File: config.mk
export PLATFORM = sky130hd
export DESIGN_NAME = tcns_front
export DESIGN_NICKNAME = d
export VERILOG_FILES = /design/src/rtl/tcns_pkg.sv /design/src/rtl/tcns_front.sv
export VERILOG_INCLUDE_DIRS = /design/src /design/src/rtl
export SDC_FILE = /design/constraint.sdc
export NUM_CORES = 1
export LEC_CHECK = 0
export ABC_AREA = 1
export BUFFER_PORTS_ARGS = -buffer_cell sky130_fd_sc_hd__clkbuf_2
export CAP_MARGIN = 10
export CORE_UTILIZATION = 50
export CTS_CLUSTER_DIAMETER = 30
export DETAILED_ROUTE_END_ITERATION = 8
export PLACE_DENSITY = 0.82
export SLEW_MARGIN = 0
export SYNTH_ARGS = -nofsm -noshare
export SYNTH_HDL_FRONTEND = slang
export SYNTH_SLANG_ARGS = --single-unit
File: constraint.sdc
create_clock -name clk -period 4.5 [get_ports clk]
set_input_delay 0.675 -clock clk [delete_from_list [all_inputs] [get_ports clk]]
set_output_delay 0.675 -clock clk [all_outputs]
set_load 0.01 [all_outputs]
File: src/rtl/three_channel_note_sequencer_top_assert.svh
// Assertion helpers shared by the sequencer modules.
// Both expect clk and rst in scope.
`ifndef THREE_CHANNEL_NOTE_SEQUENCER_TOP_ASSERT_SVH
`define THREE_CHANNEL_NOTE_SEQUENCER_TOP_ASSERT_SVH

// same-cycle implication
`define TCNS_ASSERT_NOW(lbl, ante, cons) \
  lbl: assert property (@(posedge clk) disable iff (rst) (ante) |-> (cons)) \
    else $error("tcns assertion failed");

// next-cycle implication
`define TCNS_ASSERT_NEXT(lbl, ante, cons) \
  lbl: assert property (@(posedge clk) disable iff (rst) (ante) |=> (cons)) \
    else $error("tcns assertion failed");

`endif

File: src/rtl/tcns_pkg.sv
package tcns_pkg;

  localparam int PATTERN_DEPTH = 128;
  localparam int PAT_AW        = $clog2(PATTERN_DEPTH);
  localparam int NOTE_COUNT    = 72;
  localparam int CMDQ_DEPTH    = 4;
  localparam int CMDQ_AW       = $clog2(CMDQ_DEPTH);
  localparam int OUTQ_DEPTH    = 4;
  localparam int OUTQ_AW       = $clog2(OUTQ_DEPTH);

  // item kinds
  localparam logic CMD_TICK  = 1'b0;
  localparam logic CMD_WRITE = 1'b1;

  // channel codes
  localparam logic [1:0] CHAN_TONE1 = 2'd0;
  localparam logic [1:0] CHAN_TONE2 = 2'd1;
  localparam logic [1:0] CHAN_NOISE = 2'd2;

  // register indexes
  localparam logic REG_TICKS_PER_BEAT = 1'b0;
  localparam logic REG_PATTERN_LENGTH = 1'b1;

  localparam logic [7:0] TICKS_PER_BEAT_RESET = 8'd1;
  localparam logic [7:0] PATTERN_LENGTH_RESET = 8'd1;

  localparam logic [10:0] FREQ_TABLE [NOTE_COUNT] = '{
    11'd44,   11'd156,  11'd262,  11'd363,  11'd457,  11'd547,
    11'd631,  11'd710,  11'd786,  11'd854,  11'd923,  11'd986,
    11'd1046, 11'd1102, 11'd1155, 11'd1205, 11'd1253, 11'd1297,
    11'd1339, 11'd1379, 11'd1417, 11'd1452, 11'd1486, 11'd1517,
    11'd1546, 11'd1575, 11'd1602, 11'd1627, 11'd1650, 11'd1673,
    11'd1694, 11'd1714, 11'd1732, 11'd1750, 11'd1767, 11'd1783,
    11'd1798, 11'd1812, 11'd1825, 11'd1837, 11'd1849, 11'd1860,
    11'd1871, 11'd1881, 11'd1890, 11'd1899, 11'd1907, 11'd1915,
    11'd1923, 11'd1930, 11'd1936, 11'd1943, 11'd1949, 11'd1954,
    11'd1959, 11'd1964, 11'd1969, 11'd1974, 11'd1978, 11'd1982,
    11'd1985, 11'd1988, 11'd1992, 11'd1995, 11'd1998, 11'd2001,
    11'd2004, 11'd2006, 11'd2009, 11'd2011, 11'd2013, 11'd2015
  };

  typedef struct packed {
    logic       cmd;
    logic [1:0] channel;
    logic [6:0] beat_index;
    logic [6:0] pitch;
    logic [7:0] duty;
    logic [7:0] envelope;
  } in_t;

  typedef struct packed {
    logic        tone1_on;
    logic [7:0]  tone1_duty;
    logic [7:0]  tone1_envelope;
    logic [10:0] tone1_freq;
    logic        tone2_on;
    logic [7:0]  tone2_duty;
    logic [7:0]  tone2_envelope;
    logic [10:0] tone2_freq;
    logic        noise_on;
    logic [7:0]  noise_length;
    logic [7:0]  noise_envelope;
    logic [10:0] noise_freq;
  } out_t;

  // operation passed from front to back
  typedef struct packed {
    logic       is_beat;
    logic [1:0] chan;
    logic [6:0] idx;
    logic [6:0] pitch;
    logic [7:0] duty;
    logic [7:0] env;
  } cmd_t;

  typedef struct packed {
    logic [6:0] pitch;
    logic [7:0] duty;
    logic [7:0] env;
  } entry_t;

  typedef struct packed {
    logic        on;
    logic [7:0]  duty;
    logic [7:0]  env;
    logic [10:0] freq;
  } chan_out_t;

  typedef struct packed {
    logic       load;
    logic [7:0] value;
  } tpb_wr_t;

  function automatic logic [10:0] note_freq(input logic [6:0] note);
    logic [10:0] f;
    f = 11'd0;
    if (note < 7'(NOTE_COUNT)) f = FREQ_TABLE[note];
    return f;
  endfunction

  function automatic chan_out_t channel_out(input entry_t e, input logic silent);
    chan_out_t c;
    c = '0;
    if (!silent && e.pitch < 7'(NOTE_COUNT)) begin
      c.on   = 1'b1;
      c.duty = e.duty;
      c.env  = e.env;
      c.freq = note_freq(e.pitch);
    end
    return c;
  endfunction

endpackage

File: src/rtl/tcns_front.sv
`include "three_channel_note_sequencer_top_assert.svh"

module tcns_front (
  input  logic             clk,
  input  logic             rst,
  input  logic             push,
  output logic             full,
  input  tcns_pkg::in_t    item,
  input  logic [7:0]       tpb,
  input  tcns_pkg::tpb_wr_t tpb_wr,
  output logic             q_push,
  output tcns_pkg::cmd_t   q_data,
  input  logic             q_full
);

  logic       busy;
  logic [2:0] step;
  logic [7:0] dividend;
  logic [8:0] divisor, rem, rem_shift, rem_step;
  logic [7:0] tick_count, tick_rem, inc_tick, inc_rem;
  logic       accept, is_write, fire;

  assign full     = q_full || busy;
  assign accept   = push && !full;
  assign is_write = item.cmd == tcns_pkg::CMD_WRITE;
  // tick_rem tracks tick_count mod ticks_per_beat (mod 256 when zero)
  assign fire     = tick_rem == 8'd0;
  assign q_push   = accept && (is_write || fire);

  always_comb begin
    q_data         = '0;
    q_data.is_beat = !is_write;
    q_data.chan    = item.channel;
    q_data.idx     = item.beat_index;
    q_data.pitch   = item.pitch;
    q_data.duty    = item.duty;
    q_data.env     = item.envelope;
  end

  // one restoring remainder step per cycle
  assign rem_shift = {rem[7:0], dividend[7]};
  assign rem_step  = (rem_shift >= divisor) ? rem_shift - divisor : rem_shift;

  assign inc_tick = tick_count + 8'd1;
  assign inc_rem  = tick_rem + 8'd1;

  always_ff @(posedge clk) begin
    if (tpb_wr.load) begin
      dividend <= tick_count;
      divisor  <= (tpb_wr.value == 8'd0) ? 9'd256 : {1'b0, tpb_wr.value};
      rem      <= '0;
    end else if (busy) begin
      dividend <= {dividend[6:0], 1'b0};
      rem      <= rem_step;
    end
  end

  always_ff @(posedge clk) begin
    if (rst) begin
      busy       <= 1'b0;
      step       <= '0;
      tick_count <= '0;
      tick_rem   <= '0;
    end else if (tpb_wr.load) begin
      busy <= 1'b1;
      step <= '0;
    end else if (busy) begin
      step <= step + 3'd1;
      if (step == 3'd7) begin
        busy     <= 1'b0;
        tick_rem <= rem_step[7:0];
      end
    end else if (accept && !is_write) begin
      if (fire) begin
        tick_count <= 8'd1;
        tick_rem   <= (inc_rem == tpb) ? 8'd0 : inc_rem;
      end else begin
        tick_count <= inc_tick;
        // counter wrap to zero lands on a beat whatever the divisor
        tick_rem   <= (inc_tick == 8'd0 || inc_rem == tpb) ? 8'd0 : inc_rem;
      end
    end
  end

  `TCNS_ASSERT_NOW(a_rem_in_range, !busy && tpb != 8'd0, tick_rem < tpb)
  `TCNS_ASSERT_NEXT(a_load_stalls, tpb_wr.load, full)

endmodule

==> results.cfg <==
[setup_path]
r2r_cells = 7
critPathKind = flop to output port
rr_endpoint = tick_count[7]
path_max_fanout = 5
startpoint_type = flop
cp.arrival_ns = 1.86
r2r_slack_ns = 2.33
cp.required_ns = 3.83
critPathCaptureType = output port
r2r-start = busy

[clock_tree]
postCtsSetupBuffers = 0
numCtsBuffers = 5
hold_buffers = 0
cts_tree = yes
cts.sinks = 45
htree_levels = 2
cts.path.max_buffers = 2
clock_latency_ns = 0.30
path_clk_slew_ns = 0.08
ctsResizeCount = 0
root_buffer = clkbuf_8

[logic_synthesis]
ys_warn_count = 0
synth_xor_area_frac = 0.0304
synth-simple-area-share = 0.317
synth_cell_types = 36
seq_area_frac_synth = 0.338
synthMuxAreaShare = 0
postSynthCellCount = 433
synthAdderAreaFrac = 0.0617
synth_top_family_by_area = simple AND/OR/NAND/NOR gates
netlist_area_mm2 = 0.00317
synth_fp_nets = 502
ys_ff_latch = 45
synth_compound_area_frac = 0.0826
avgSynthCellArea_um2 = 7.31

[die]
io_pins = 89
initial_utilization = 0.525
core_area_mm2 = 0.00603
fp.dieW_um = 81.6
rows = 28
die-area_mm2 = 0.00665
chipHeight_um = 81.6

[placed_design]
portBuffers = 24
routabilityCongestion = 0.886
hpwl_um = 4700

[timing]
fin_crit_sh = 0.563
slew_headroom = 0.490
rsz0062_at_grt = false
slew_violations = 0
finalWorstPathRequiredPeriod_ns = 2.53
finalSetupViolations = 0
setup_tns_ns = 0
hold_viol_final = 0
max_slew.worst_pin.slew_ns = 0.763
fmax_mhz = 395
skew_ns = 0.0122

[route]
num_vias = 2597
wirelength_um = 6080
wire_per_inst_um = 12.3
dr.pass1.iters = 6
vias_per_cell = 5.26
final_antenna_net_count = 0
drtIter0Drc = 99
drc_errors = 0

[grt]
grt_pass1_vias = 2532
grtUsageTotal = 0.201
grt_overflow_total = 0
grt_max_degree = 23
grt_antenna_before_repair = 0
grt_pass1_wl_um = 10400

[finish]
drive_above_1_share = 0.143
diodes = 0
syn_to_final_growth_pct = 0.869
fin_nets = 487

[worst_hold_path]
min-delay-start = step[1]
hold_depth = 2
hp-class = flop to flop
worstHoldEndpoint = step[1]

[power]
power.static_leakage_nw = 1.46
power_mw = 0.890
ir_drop_mv = 0.228
p_per_area_mw_per_mm2 = 279

[outcome]
status = finished clean

[flow_run]
cap_violations = 0
[final cells by class]
type	count	area, um^2
tap	75	93.8
multi-input combinational	278	1560
fill	592	2830
timing repair buffer	24	120
sequential	45	1070
inverter	64	240
clock buffer	8	111
[worst max-delay path by stage]
stage / startpoint / end / slack, ns
finish: tick_rem[0] / q_push / 1.97
global route: tick_rem[0] / q_push / 1.78
CTS: tick_rem[0] / q_push / 1.94
detailed placement: tpb_wr[8] / tick_count[7] / 1.92
global placement: tpb_wr[8] / tick_count[7] / 2.06
floorplan: tick_rem[0] / q_push / 2.54
[routing by layer]
| metal | GRT usage | wire length [um] | share of wire | up-vias |
|---|---|---|---|---|
| met5 | 0 | 0 | 0 | - |
| met2 | 0.361 | 2940 | 0.48 | 67 |
| met4 | 0.0930 | 174 | 0.029 | 0 |
| met1 | 0.230 | 2610 | 0.43 | 1169 |
| met3 | 0.0378 | 352 | 0.058 | 22 |
| li1 | - | - | - | 1339 |
[state kept, by name, summed over array words and instances (netlist names)]
name	count
busy	1
step	3
dividend	8
tick_count	8
rem	8
divisor	9
tick_rem	8
[critical path: stages, from the launching register on]
cell      delay (ns)
dfxtp_1         0.37
inv_1           0.16
ha_1            0.17
nand4_1         0.10
nor2_1          0.39
nor2_1          0.07
nor3_1          0.13
clkbuf_2        0.16
[synth_stat cells]
cell	number	area share
nor4_1	1	0.0020
buf_4	33	0.078
nor2_2	5	0.0099
o21ai_0	11	0.017
buf_2	1	0.0016
nor2_1	22	0.026
xor2_1	5	0.014
a21oi_2	1	0.0028
ha_1	14	0.055
o22ai_1	7	0.014
nand4_1	10	0.020
buf_1	1	0.0012
a21o_1	1	0.0024
fa_1	1	0.0063
nand3_2	6	0.019
nand4_4	1	0.0067
inv_2	2	0.0024
nor3_1	3	0.0047
clkbuf_1	11	0.013
dfxtp_1	28	0.18
nand4_2	1	0.0040
or2_1	2	0.0040
xnor2_1	6	0.017
inv_1	60	0.071
nand3b_1	3	0.0071
a21oi_1	25	0.040
nor3_2	1	0.0032
nand3_1	39	0.062
edfxtp_1	17	0.16
nor2_4	4	0.014
o21ai_1	2	0.0032
nand3_4	1	0.0055
nand2_2	6	0.012
o21bai_2	1	0.0036
clkinv_1	2	0.0024
nand2_1	99	0.12
[stage by stage]
stage	cells	setup slack, ns	hold slack, ns	utilization	area [um^2]
2_1_floorplan	433	2.54	0.432	-	3170
3_3_place_gp	486	2.06	0.455	0.511	3080
3_5_place_dp	486	1.92	0.466	0.511	3080
4_1_cts	494	1.94	0.479	0.530	3190
5_1_grt	494	1.78	0.510	0.530	3190
6_report	494	1.97	0.475	0.530	3190
[power by group]
part / total (mW) / internal (mW) / switching, mW
clock: 0.293 / 0.159 / 0.134
sequential: 0.458 / 0.443 / 0.0149
combinational: 0.139 / 0.0520 / 0.0874
total: 0.890 / 0.654 / 0.236
[placed cells by master (no fill, tap or decap), drive strengths merged, types with 3 or more instances in the layout]
| master | Yosys | layout |
|---|---|---|
| clkbuf | 11 | 32 |
| xnor2 | 6 | 6 |
| a21oi | 26 | 26 |
| edfxtp | 17 | 17 |
| nor3 | 4 | 4 |
| nand3 | 46 | 46 |
| o21ai | 13 | 13 |
| nand4 | 12 | 12 |
| nor2 | 31 | 31 |
| nand3b | 3 | 3 |
| dfxtp | 28 | 28 |
| xor2 | 5 | 5 |
| nand2 | 105 | 105 |
| inv | 62 | 62 |
| ha | 14 | 14 |
| o22ai | 7 | 7 |
[cell families (layout without fill, tap and decap cells)]
| family | Yosys count | count (layout) |
|---|---|---|
| and+or+nand+nor | 204 | 204 |
| adders and majority gates | 15 | 15 |
| xor gates and xnor gates | 11 | 11 |
| buffers and inverters | 110 | 96 |
| AOI/OAI and AO/OA | 48 | 48 |
| DFF | 45 | 45 |
Power figures use the tool's default switching activity.
