[config.mk]
export PLATFORM = sky130hd
export DESIGN_NAME = tcns_cmd_queue
export DESIGN_NICKNAME = d
export VERILOG_FILES = /design/src/rtl/three_channel_note_sequencer_top_assert.svh /design/src/rtl/tcns_pkg.sv /design/src/rtl/tcns_cmd_queue.sv
export SDC_FILE = /design/constraint.sdc
export NUM_CORES = 1
export LEC_CHECK = 0
export ABC_AREA = 1
export BUFFER_PORTS_ARGS = -buffer_cell sky130_fd_sc_hd__buf_2
export CAP_MARGIN = 20
export CORE_MARGIN = 4
export CORE_UTILIZATION = 51
export DETAILED_ROUTE_END_ITERATION = 8
export PLACE_DENSITY = 0.75
export SLEW_MARGIN = 20
export SYNTH_ARGS = -nofsm -noshare
export SYNTH_HDL_FRONTEND = slang
export SYNTH_SLANG_ARGS = --single-unit
export TNS_END_PERCENT = 1
[constraint.sdc]
create_clock -name clk -period 2.4 [get_ports clk]
set_clock_uncertainty 0.05 [all_clocks]
set_input_delay 0.48 -clock clk [delete_from_list [all_inputs] [get_ports clk]]
set_output_delay 0.48 -clock clk [all_outputs]
set_load 0.02 [all_outputs]
[src/rtl/three_channel_note_sequencer_top_assert.svh]
// Assertion helpers shared by the sequencer modules.
// Both expect clk and rst in scope.
`ifndef THREE_CHANNEL_NOTE_SEQUENCER_TOP_ASSERT_SVH
`define THREE_CHANNEL_NOTE_SEQUENCER_TOP_ASSERT_SVH

// same-cycle implication
`define TCNS_ASSERT_NOW(lbl, ante, cons) \
  lbl: assert property (@(posedge clk) disable iff (rst) (ante) |-> (cons)) \
    else $error("tcns assertion failed");

// next-cycle implication
`define TCNS_ASSERT_NEXT(lbl, ante, cons) \
  lbl: assert property (@(posedge clk) disable iff (rst) (ante) |=> (cons)) \
    else $error("tcns assertion failed");

`endif

[src/rtl/tcns_pkg.sv]
package tcns_pkg;

  localparam int PATTERN_DEPTH = 128;
  localparam int PAT_AW        = $clog2(PATTERN_DEPTH);
  localparam int NOTE_COUNT    = 72;
  localparam int CMDQ_DEPTH    = 4;
  localparam int CMDQ_AW       = $clog2(CMDQ_DEPTH);
  localparam int OUTQ_DEPTH    = 4;
  localparam int OUTQ_AW       = $clog2(OUTQ_DEPTH);

  // item kinds
  localparam logic CMD_TICK  = 1'b0;
  localparam logic CMD_WRITE = 1'b1;

  // channel codes
  localparam logic [1:0] CHAN_TONE1 = 2'd0;
  localparam logic [1:0] CHAN_TONE2 = 2'd1;
  localparam logic [1:0] CHAN_NOISE = 2'd2;

  // register indexes
  localparam logic REG_TICKS_PER_BEAT = 1'b0;
  localparam logic REG_PATTERN_LENGTH = 1'b1;

  localparam logic [7:0] TICKS_PER_BEAT_RESET = 8'd1;
  localparam logic [7:0] PATTERN_LENGTH_RESET = 8'd1;

  localparam logic [10:0] FREQ_TABLE [NOTE_COUNT] = '{
    11'd44,   11'd156,  11'd262,  11'd363,  11'd457,  11'd547,
    11'd631,  11'd710,  11'd786,  11'd854,  11'd923,  11'd986,
    11'd1046, 11'd1102, 11'd1155, 11'd1205, 11'd1253, 11'd1297,
    11'd1339, 11'd1379, 11'd1417, 11'd1452, 11'd1486, 11'd1517,
    11'd1546, 11'd1575, 11'd1602, 11'd1627, 11'd1650, 11'd1673,
    11'd1694, 11'd1714, 11'd1732, 11'd1750, 11'd1767, 11'd1783,
    11'd1798, 11'd1812, 11'd1825, 11'd1837, 11'd1849, 11'd1860,
    11'd1871, 11'd1881, 11'd1890, 11'd1899, 11'd1907, 11'd1915,
    11'd1923, 11'd1930, 11'd1936, 11'd1943, 11'd1949, 11'd1954,
    11'd1959, 11'd1964, 11'd1969, 11'd1974, 11'd1978, 11'd1982,
    11'd1985, 11'd1988, 11'd1992, 11'd1995, 11'd1998, 11'd2001,
    11'd2004, 11'd2006, 11'd2009, 11'd2011, 11'd2013, 11'd2015
  };

  typedef struct packed {
    logic       cmd;
    logic [1:0] channel;
    logic [6:0] beat_index;
    logic [6:0] pitch;
    logic [7:0] duty;
    logic [7:0] envelope;
  } in_t;

  typedef struct packed {
    logic        tone1_on;
    logic [7:0]  tone1_duty;
    logic [7:0]  tone1_envelope;
    logic [10:0] tone1_freq;
    logic        tone2_on;
    logic [7:0]  tone2_duty;
    logic [7:0]  tone2_envelope;
    logic [10:0] tone2_freq;
    logic        noise_on;
    logic [7:0]  noise_length;
    logic [7:0]  noise_envelope;
    logic [10:0] noise_freq;
  } out_t;

  // operation passed from front to back
  typedef struct packed {
    logic       is_beat;
    logic [1:0] chan;
    logic [6:0] idx;
    logic [6:0] pitch;
    logic [7:0] duty;
    logic [7:0] env;
  } cmd_t;

  typedef struct packed {
    logic [6:0] pitch;
    logic [7:0] duty;
    logic [7:0] env;
  } entry_t;

  typedef struct packed {
    logic        on;
    logic [7:0]  duty;
    logic [7:0]  env;
    logic [10:0] freq;
  } chan_out_t;

  typedef struct packed {
    logic       load;
    logic [7:0] value;
  } tpb_wr_t;

  function automatic logic [10:0] note_freq(input logic [6:0] note);
    logic [10:0] f;
    f = 11'd0;
    if (note < 7'(NOTE_COUNT)) f = FREQ_TABLE[note];
    return f;
  endfunction

  function automatic chan_out_t channel_out(input entry_t e, input logic silent);
    chan_out_t c;
    c = '0;
    if (!silent && e.pitch < 7'(NOTE_COUNT)) begin
      c.on   = 1'b1;
      c.duty = e.duty;
      c.env  = e.env;
      c.freq = note_freq(e.pitch);
    end
    return c;
  endfunction

endpackage

[src/rtl/tcns_cmd_queue.sv]
module tcns_cmd_queue (
  input  logic            clk,
  input  logic            rst,
  input  logic            push,
  input  tcns_pkg::cmd_t  push_data,
  output logic            full,
  input  logic            pop,
  output tcns_pkg::cmd_t  head,
  output logic            empty
);

  tcns_pkg::cmd_t slots [tcns_pkg::CMDQ_DEPTH];
  logic [tcns_pkg::CMDQ_AW-1:0] wr_ptr, rd_ptr;
  logic [tcns_pkg::CMDQ_AW:0]   count;
  logic do_push, do_pop;

  assign full    = count == (tcns_pkg::CMDQ_AW+1)'(tcns_pkg::CMDQ_DEPTH);
  assign empty   = count == '0;
  assign do_push = push && !full;
  assign do_pop  = pop && !empty;
  assign head    = slots[rd_ptr];

  always_ff @(posedge clk) begin
    if (do_push) slots[wr_ptr] <= push_data;
  end

  always_ff @(posedge clk) begin
    if (rst) begin
      wr_ptr <= '0;
      rd_ptr <= '0;
      count  <= '0;
    end else begin
      if (do_push) wr_ptr <= wr_ptr + 1'b1;
      if (do_pop)  rd_ptr <= rd_ptr + 1'b1;
      if (do_push && !do_pop) count <= count + 1'b1;
      else if (do_pop && !do_push) count <= count - 1'b1;
    end
  end

endmodule

==> qor.txt, run 1 <==
Worst r2r src: count[0]
R2r worst-path depth: 13
Final non-filler cell total: 620
First-pass GRT wire length: 17200 um
Syn_nets: 432
Hold depth: 1
Area leader, netlist: edfxtp_1
Core Area: 10300 um^2
Yosys warning total: 0
Max cap viols: 0
Final setup violation count: 0
WS Path Type: reg -> out
Largest net degree at the start of global routing: 67
Reg2reg end: count[2]
Synth Area per Inst: 13.9 um^2
Hold Path Class: in -> reg
Final Hold Vio Count: 0
Share of layout cells above drive strength 1: 25.0%
Min-Delay Endpoint: slots[1][30]
Starting Density: 52.4%
Min-delay src: push_data[30]
WL final: 10900 um
Nets@finish: 514
Vias post-DR: 3338
Crit-path max FO: 33
Initial antenna violation count: 1
Worst-path clk slew: 60 ps
GRT Util Overall: 18.2%
Dpl hpwl: 6510 um
Clock latency on the worst-skew pair: 520 ps
FMAX: 438 MHz
Pwr dens: 1150 nW/um^2
Setup bufs post-CTS: 0
Die Wd: 111 um
Sequential area share after synthesis: 76.6%
Max clock buf depth: 2
# diodes: 0
DR WL/cell: 17.6 um
Remaining DRCs: 0
Main area contributors after synthesis: edfxtp_1 (73%), nor2_1 (5.6%), o21ai_0 (4.5%)
Hold buffers post-CTS: 0
Max VDD drop: 0.610 mV
WP data arrival: 1750 ps
Final Cell Area: 6580 um^2
Pleak: 0.00240 uW
Io pins: 72
# fillers: 749
H-tree Lvls: 4
Post-synth ARST share: 0%
CTS tree: built
Worst EP required: 1870 ps
DRT Pass-1 Iters: 4
Final critical path time including I/O delays and setup: 2280 ps
Placement Cell Area: 5940 um^2
Vias in the first global route: 3388
Period utilization: 95.0%
Post-Synthesis Cells: 389
Setup TNS Final: 0 ps
Dpl cells: 586
Post-synth EDFFs: 132
Clk root buf: clkbuf_8
Mapped cell area: 5410 um^2
Final Util: 63.7%
Relative slew slack: 75.3%
Max Slew Vio Count: 0
Startpoint Class: flip-flop
Status: complete, no violations
CTS Buf Count: 17
FP Rows: 37
Top FF cell, synth: edfxtp_1
Die ar.: 12300 um^2
Final ANT Viol Nets: 0
RSZ-0062 raised after global routing: true
Worst-margin pin slew: 370 ps
Vias/cell: 5.38
Clk sinks: 141
Commonest cells in the netlist: edfxtp_1 (132), nor2_1 (80), o21ai_0 (49)
Top-count cell post-synth: edfxtp_1
IO Port Bufs: 71
Worst reg2reg setup slack: 470 ps
CP Capture Type: output pin
Die height: 111 um
GRT overflow: 0
Initial DRC Count: 306
Tot Pwr: 7550 uW
Area share of the largest cell type after synthesis: 73.3%
#FFs+latches synth: 141
Distinct cell type count after synthesis: 20
GP Congestion: 0.810
Synthesis-to-layout area growth: 21.6%
cell usage in the layout (no fill, tap or decap), types with 3 or more instances in the layout:
cell type / netlist / layout
dfxtp_1: 9 / 8
buf_12: 0 / 6
o21ai_0: 49 / 49
clkinv_4: 0 / 3
o22ai_1: 33 / 33
clkbuf_16: 0 / 18
inv_8: 0 / 3
inv_6: 0 / 7
nor2_1: 80 / 76
nand3_1: 4 / 4
ha_1: 5 / 5
a21oi_1: 3 / 3
buf_4: 0 / 4
inv_1: 16 / 16
o21ai_1: 18 / 18
buf_2: 7 / 71
edfxtp_1: 132 / 132
nor2_4: 0 / 4
nand2_1: 15 / 15
cell families (layout without fill, tap and decap cells):
logic type | Yosys count | in the layout | synth area share (%)
and+or+nand+nor | 100 | 100 | 7.10
adders and majority gates | 6 | 6 | 1.53
AOI/OAI and AO/OA | 103 | 103 | 10.3
buffers and inverters | 38 | 133 | 4.30
xor gates and xnor gates | 1 | 1 | 0.162
DFF | 141 | 141 | 76.6
worst max-delay path by stage:
stage | startpoint | end | slack (ps) | cells after the start
6_report | flip-flop | head[29] | 120 | 4
3_3_place_gp | flip-flop | head[26] | 560 | 4
3_5_place_dp | count[0] | count[2] | 490 | 13
4_1_cts | flip-flop | head[26] | 30 | 4
5_1_grt | flip-flop | head[23] | -10 | 5
2_1_floorplan | count[0] | slots[0][0] | -130 | 4
critical path, cell delays in order, from the launching register on:
cell     delay [ps]
dfxtp_2         440
buf_12          230
o21ai_0         120
o22ai_1         230
buf_2           210
registers in the layout, indices dropped and copies added, names as in the netlist, named ones only:
register,count
slots,132
count,3
wr_ptr,2
rd_ptr,2
what timing repair did:
item,in CTS,in global routing
endpoints found under the setup margin,14,7
resized for setup,3,3
cloned,0,2
layout make-up:
class / instances / area [um^2] / share of cell area (%)
clock buffer: 17 / 414 / 6.30
clock inverter: 15 / 154 / 2.34
inverter: 18 / 75.1 / 1.14
multi-input combinational: 210 / 1060 / 16.2
sequential: 141 / 4150 / 63.0
tap: 136 / 170 / 2.59
timing repair buffer: 83 / 556 / 8.45
per-stage QoR:
step                setup slack [ps]  hold WS, ps
floorplan                       -129          409
global placement                 565          435
detailed placement               494          471
CTS                             31.2         87.4
global route                   -9.61         91.3
finish                           119          115
per-layer routing:
metal	up-vias	part of all wire [%]	GRT usage [%]	routed length, um
li1	1601	-	-	-
met1	1608	41	22.3	4520
met2	113	51	29.4	5530
met3	14	6.4	6.44	704
met4	2	1.6	7.22	171
met5	-	0.11	0	12
power by group:
group,internal (uW),switching [uW]
registers,2990,103
clock network,1410,1060
logic,658,1330
total,5060,2490
No activity file was read; power rests on OpenSTA's default activity.
==> run 2, diff against run 1 <==
--- a/config.mk
+++ b/config.mk
@@ -9,9 +9,10 @@
 export BUFFER_PORTS_ARGS = -buffer_cell sky130_fd_sc_hd__buf_2
 export CAP_MARGIN = 20
 export CORE_MARGIN = 4
-export CORE_UTILIZATION = 51
+export CORE_UTILIZATION = 55
+export CTS_CLUSTER_SIZE = 28
 export DETAILED_ROUTE_END_ITERATION = 8
-export PLACE_DENSITY = 0.75
+export PLACE_DENSITY = 0.77
 export SLEW_MARGIN = 20
 export SYNTH_ARGS = -nofsm -noshare
 export SYNTH_HDL_FRONTEND = slang
==> constraint.sdc (replaced) <==
create_clock -name clk -period 2.8 [get_ports clk]
set_clock_uncertainty 0.05 [all_clocks]
set_input_delay 0.56 -clock clk [delete_from_list [all_inputs] [get_ports clk]]
set_output_delay 0.56 -clock clk [all_outputs]
set_load 0.02 [all_outputs]
==> run 2 against run 1 <==
Against the previous run:
- flip-flop and latch count unchanged
- sequential power shrank 15%
- worst setup slack better by 88 ps
- largest cell class unchanged
- highest routed layer unchanged
- final cell count shrank 1.5%
==> qor.txt, run 2 (synthesis gave the netlist of run 1 again) <==
Status: complete, no violations
Worst EP required: 2190 ps
Remaining DRCs: 0
Initial DRC Count: 180
FP Rows: 35
Commonest non-fill, non-tap cell in the layout: edfxtp_1
Power share of the clock group: 35.9%
WP data arrival: 1980 ps
GRT overflow: 0
Max VDD drop: 0.624 mV
Clk root buf: clkbuf_8
Die Wd: 107 um
Internal Dissipation: 4600 uW
GRT Util Overall: 20.0%
Sequential power share: 39.9%
Worst reg2reg setup slack: 580 ps
Die ar.: 11500 um^2
Biggest regs: slots (132), count (3)
Worst r2r src: count[1]
Pwr dens: 1010 nW/um^2
First-pass GRT wire length: 17200 um
CTS tree: built
Max reg flops: 132
Final critical path time including I/O delays and setup: 2590 ps
Vias/cell: 5.43
Share of layout cells above drive strength 1: 24.5%
Relative slew slack: 60.9%
RSZ-0062 raised after global routing: false
Initial antenna violation count: 2
Io pins: 72
Vias post-DR: 3319
CTS Buf Count: 17
Worst-path clk slew: 60 ps
Nets@finish: 512
Dpl hpwl: 6220 um
WS Path Type: reg -> out
FMAX: 386 MHz
Largest net degree at the start of global routing: 67
Worst-margin pin slew: 586 ps
H-tree Lvls: 4
Max Slew Vio Count: 0
Period utilization: 92.6%
Core Area: 9420 um^2
Cells along the critical path: inv_2 > buf_12 > o21ai_0 > o22ai_1 > buf_2
Final non-filler cell total: 611
Synthesis-to-layout area growth: 20.7%
Max clock buf depth: 2
Min-Delay Endpoint: slots[1][4]
Hold depth: 1
Dpl cells: 579
WL final: 10600 um
Startpoint Class: flip-flop
DRT Pass-1 Iters: 5
Min-delay src: push_data[4]
Setup TNS Final: 0 ps
R2r worst-path depth: 9
CP Capture Type: output pin
Critical-path top delay cell: dfxtp_2
Clock latency on the worst-skew pair: 500 ps
Power share of the combinational group: 24.2%
Final Hold Vio Count: 0
Starting Density: 57.4%
Final ANT Viol Nets: 0
Slowest cell delay on critical path: 330 ps
Max cap viols: 0
Net Sw Frac: 30.5%
# diodes: 0
Reg2reg end: count[1]
Net Sw Power: 2020 uW
Pleak: 0.00239 uW
Crit-path max FO: 46
Vias in the first global route: 3417
Most flop-heavy register: slots
Die height: 107 um
Clk sinks: 141
GP Congestion: 0.735
Final setup violation count: 0
DR WL/cell: 17.4 um
IO Port Bufs: 71
Hold Path Class: in -> reg
Most frequent cells in the layout: edfxtp_1 (132), nor2_1 (76), buf_2 (71)
==> run 2: how the worst max path moves through the flow <==
stage	startpoint	end	slack, ps	cells past startpoint
detailed placement	push	count[1]	550	8
global placement	push	count[1]	620	8
finish	flip-flop	head[32]	210	5
global route	flip-flop	head[32]	70	5
CTS	flip-flop	head[32]	80	4
floorplan	push	slots[0][0]	260	2
==> run 2: what timing repair did <==
| action | CTS | global route |
|---|---|---|
| setup endpoints to repair | 0 | 2 |
| gates resized for setup | 0 | 1 |
| hold buffers | 0 | 0 |
| buffers inserted | 0 | 0 |
==> run 2: stage by stage <==
stage | total power [uW] | setup WS, ps | hold WS (ps) | cell area [um^2] | util, %
6_report | 6610 | 207 | 210 | 6530 | 69.4
3_3_place_gp | 4240 | 620 | 437 | 5890 | 62.6
5_1_grt | 6960 | 71.7 | 179 | 6530 | 69.4
2_1_floorplan | 3810 | 260 | 409 | 5410 | -
4_1_cts | 6670 | 77.2 | 187 | 6530 | 69.3
3_5_place_dp | 4290 | 553 | 445 | 5890 | 62.6
==> run 2: area by class of cell <==
type	instances	area, um^2
repair buffers	81	459
flip-flops and latches	141	4150
clock inverters	13	214
inverters	18	67.6
well taps	129	161
multi-input cells	210	1060
fillers	641	2880
clock buffers	19	422
==> run 2: layer usage <==
metal | share of wire, % | vias to the layer above | track usage, % | wire, um
met1 | 39 | 1599 | 24.0 | 4130
met2 | 52 | 112 | 33.1 | 5570
li1 | - | 1593 | - | -
met4 | 1.4 | 2 | 7.67 | 146
met5 | 0.12 | - | 0 | 13
met3 | 7.0 | 13 | 7.04 | 741
==> run 2: power by group through the flow <==
stage	clock network (uW)	logic, uW	registers [uW]
after floorplan	0	1130	2680
after global placement	0	1570	2670
after detailed placement	0	1610	2680
after CTS	2410	1620	2640
after global routing	2530	1770	2660
final	2370	1600	2640
==> run 2: critical path, delay by kind of cell, from the launching register on <==
| kind | cells | cell delay [ps] |
|---|---|---|
| AOI/OAI and AO/OA | 2 | 370 |
| buffers and inverters | 3 | 780 |
| DFF | 1 | 330 |
==> run 3, diff against run 2 <==
--- a/config.mk
+++ b/config.mk
@@ -5,7 +5,6 @@
 export SDC_FILE = /design/constraint.sdc
 export NUM_CORES = 1
 export LEC_CHECK = 0
-export ABC_AREA = 1
 export BUFFER_PORTS_ARGS = -buffer_cell sky130_fd_sc_hd__buf_2
 export CAP_MARGIN = 20
 export CORE_MARGIN = 4
==> run 3 against run 2 <==
Against the previous run:
- critical endpoint is now head[17]
- critical path depth down 2
- hold slack better by 11 ps
- highest routed layer unchanged
- final cell count down 26%
==> qor.txt, run 3 <==
Status: complete, no violations
Hold Path Class: in -> reg
Remaining DRCs: 0
Nets@finish: 355
Post-synth EDFFs: 132
Worst-margin pin slew: 569 ps
Most frequent cells in the layout: edfxtp_1 (132), buf_2 (71), mux4_2 (30)
Startpoint Class: flip-flop
Max reg flops: 132
Vias/cell: 5.32
Distinct cell type count after synthesis: 23
Max clock buf depth: 2
Sequential area share after synthesis: 78.4%
Top-count cell post-synth: edfxtp_1
Pleak: 0.00225 uW
Top FF cell, synth: edfxtp_1
Worst r2r src: count[0]
CTS Buf Count: 17
WL final: 8820 um
Worst-path clk slew: 60 ps
Post-synth ARST share: 0%
Setup TNS Final: 0 ps
Area share of the largest cell type after synthesis: 75.0%
Final non-filler cell total: 453
Sequential power share: 41.5%
Die ar.: 11200 um^2
First-pass GRT wire length: 14500 um
Final critical path time including I/O delays and setup: 2570 ps
FMAX: 389 MHz
DR WL/cell: 19.5 um
Final ANT Viol Nets: 0
Largest net degree at the start of global routing: 20
WL met1: 3920 um
Crit-path max FO: 18
Max VDD drop: 0.497 mV
Period utilization: 91.9%
Max cap viols: 0
Initial DRC Count: 98
Vias in the first global route: 2510
R2r worst-path depth: 8
GRT Util Overall: 17.5%
# diodes: 0
Core Area: 9280 um^2
Net Sw Frac: 26.8%
CTS tree: built
Post-Synthesis Cells: 221
Commonest cells in the netlist: edfxtp_1 (132), mux4_2 (30), dfxtp_1 (9)
GRT overflow: 0
IO Port Bufs: 71
Clk root buf: clkbuf_8
Final setup violation count: 0
Die height: 106 um
Syn_nets: 264
Initial antenna violation count: 1
Most flop-heavy register: slots
Commonest non-fill, non-tap cell in the layout: edfxtp_1
Die Wd: 106 um
Yosys warning total: 0
Power share of the combinational group: 21.9%
Worst reg2reg setup slack: 470 ps
Hold buffers post-CTS: 0
Net Sw Power: 1740 uW
#FFs+latches synth: 141
GP Congestion: 0.704
Reg2reg end: count[2]
Dpl cells: 422
Critical Path End: head[17]
CP Capture Type: output pin
Share of layout cells above drive strength 1: 46.0%
Worst EP required: 2190 ps
WS Path Type: reg -> out
Routed met2 length: 4440 um
Setup bufs post-CTS: 0
Mapped cell area: 5280 um^2
Pwr dens: 1000 nW/um^2
Main area contributors after synthesis: edfxtp_1 (75%), mux4_2 (13%), dfxtp_1 (3.4%)
Synthesis-to-layout area growth: 22.3%
Max Used Layer: met5
Area leader, netlist: edfxtp_1
Power share of the clock group: 36.5%
Biggest regs: slots (132), count (3)
Vias post-DR: 2412
Starting Density: 56.9%
Synth Area per Inst: 23.9 um^2
Relative slew slack: 62.1%
Internal Dissipation: 4740 uW
Clock latency on the worst-skew pair: 500 ps
Final Hold Vio Count: 0
WP data arrival: 1960 ps
H-tree Lvls: 4
RSZ-0062 raised after global routing: false
Io pins: 72
Clk sinks: 141
Dpl hpwl: 5340 um
Tot Pwr: 6470 uW
DRT Pass-1 Iters: 4
FP Rows: 35
Max Slew Vio Count: 0
Met3 wire length: 421 um
## run 3: cell count changes after synthesis, sizes merged, moves of 10 or more
cell and delta:
buf -10, mux4 +33, inv -14, nand2 -15, o21ai -65, o22ai -33
nor2 -74
## run 3: critical path: stages, from the launching register on
cell and delay (ps):
dfxtp_2 630, buf_4 310, mux4_1 330, buf_2 180
## run 3: cell families (layout without fill, tap and decap cells)
kind of cell | Yosys count | count (layout) | synth area share (%)
multiplexers | 35 | 35 | 14.7
AO/OA/AOI/OAI | 6 | 6 | 0.782
XOR/XNOR | 4 | 4 | 0.663
adder cells (fa/ha/maj) | 6 | 6 | 1.56
AND/OR/NAND/NOR | 16 | 16 | 1.82
buffers and inverters | 13 | 116 | 2.06
flip-flops | 141 | 141 | 78.4
## run 3: stage by stage
stage	area, um^2	util, %	hold WS, ps	worst slack (ps)
3_3_place_gp	5830	62.7	447	498
3_5_place_dp	5830	62.7	459	382
4_1_cts	6460	69.5	202	45.2
2_1_floorplan	5280	-	432	647
5_1_grt	6460	69.6	198	90.4
6_report	6460	69.6	222	228
## run 3: per-layer routing
| metal | vias to the layer above | global-route usage, % |
|---|---|---|
| li1 | 1108 | - |
| met1 | 1234 | 24.7 |
| met2 | 61 | 26.6 |
| met3 | 7 | 5.59 |
| met4 | 2 | 5.00 |
| met5 | - | 0 |
## run 3: repair_timing
item	CTS	global route
endpoints found under the setup margin	0	11
hold endpoints to repair	0	0
resized for setup	0	1
## run 3: area by class of cell
class | instances | area (um^2)
inverter | 4 | 15.0
timing repair buffer | 81 | 468
clock inverter | 13 | 213
clock buffer | 18 | 418
fill | 629 | 2830
sequential | 141 | 4150
multi-input combinational | 67 | 1030
tap | 129 | 161
## run 3: worst min-delay path by stage
stage / start / end / slack, ps / cells past startpoint
2_1_floorplan: wr_ptr[1] / wr_ptr[1] / 430 / 2
3_3_place_gp: wr_ptr[1] / wr_ptr[1] / 450 / 2
3_5_place_dp: rd_ptr[1] / flip-flop / 460 / 2
4_1_cts: push_data[13] / slots[3][13] / 200 / 1
5_1_grt: push_data[31] / slots[3][31] / 200 / 1
6_report: push_data[13] / slots[3][13] / 220 / 1
## run 3: power groups by stage
stage | logic, uW | registers (uW) | clock network (uW)
finish | 1420 | 2690 | 2370
global placement | 1430 | 2720 | 0
CTS | 1450 | 2690 | 2400
floorplan | 1130 | 2650 | 0
detailed placement | 1440 | 2730 | 0
global route | 1540 | 2720 | 2520
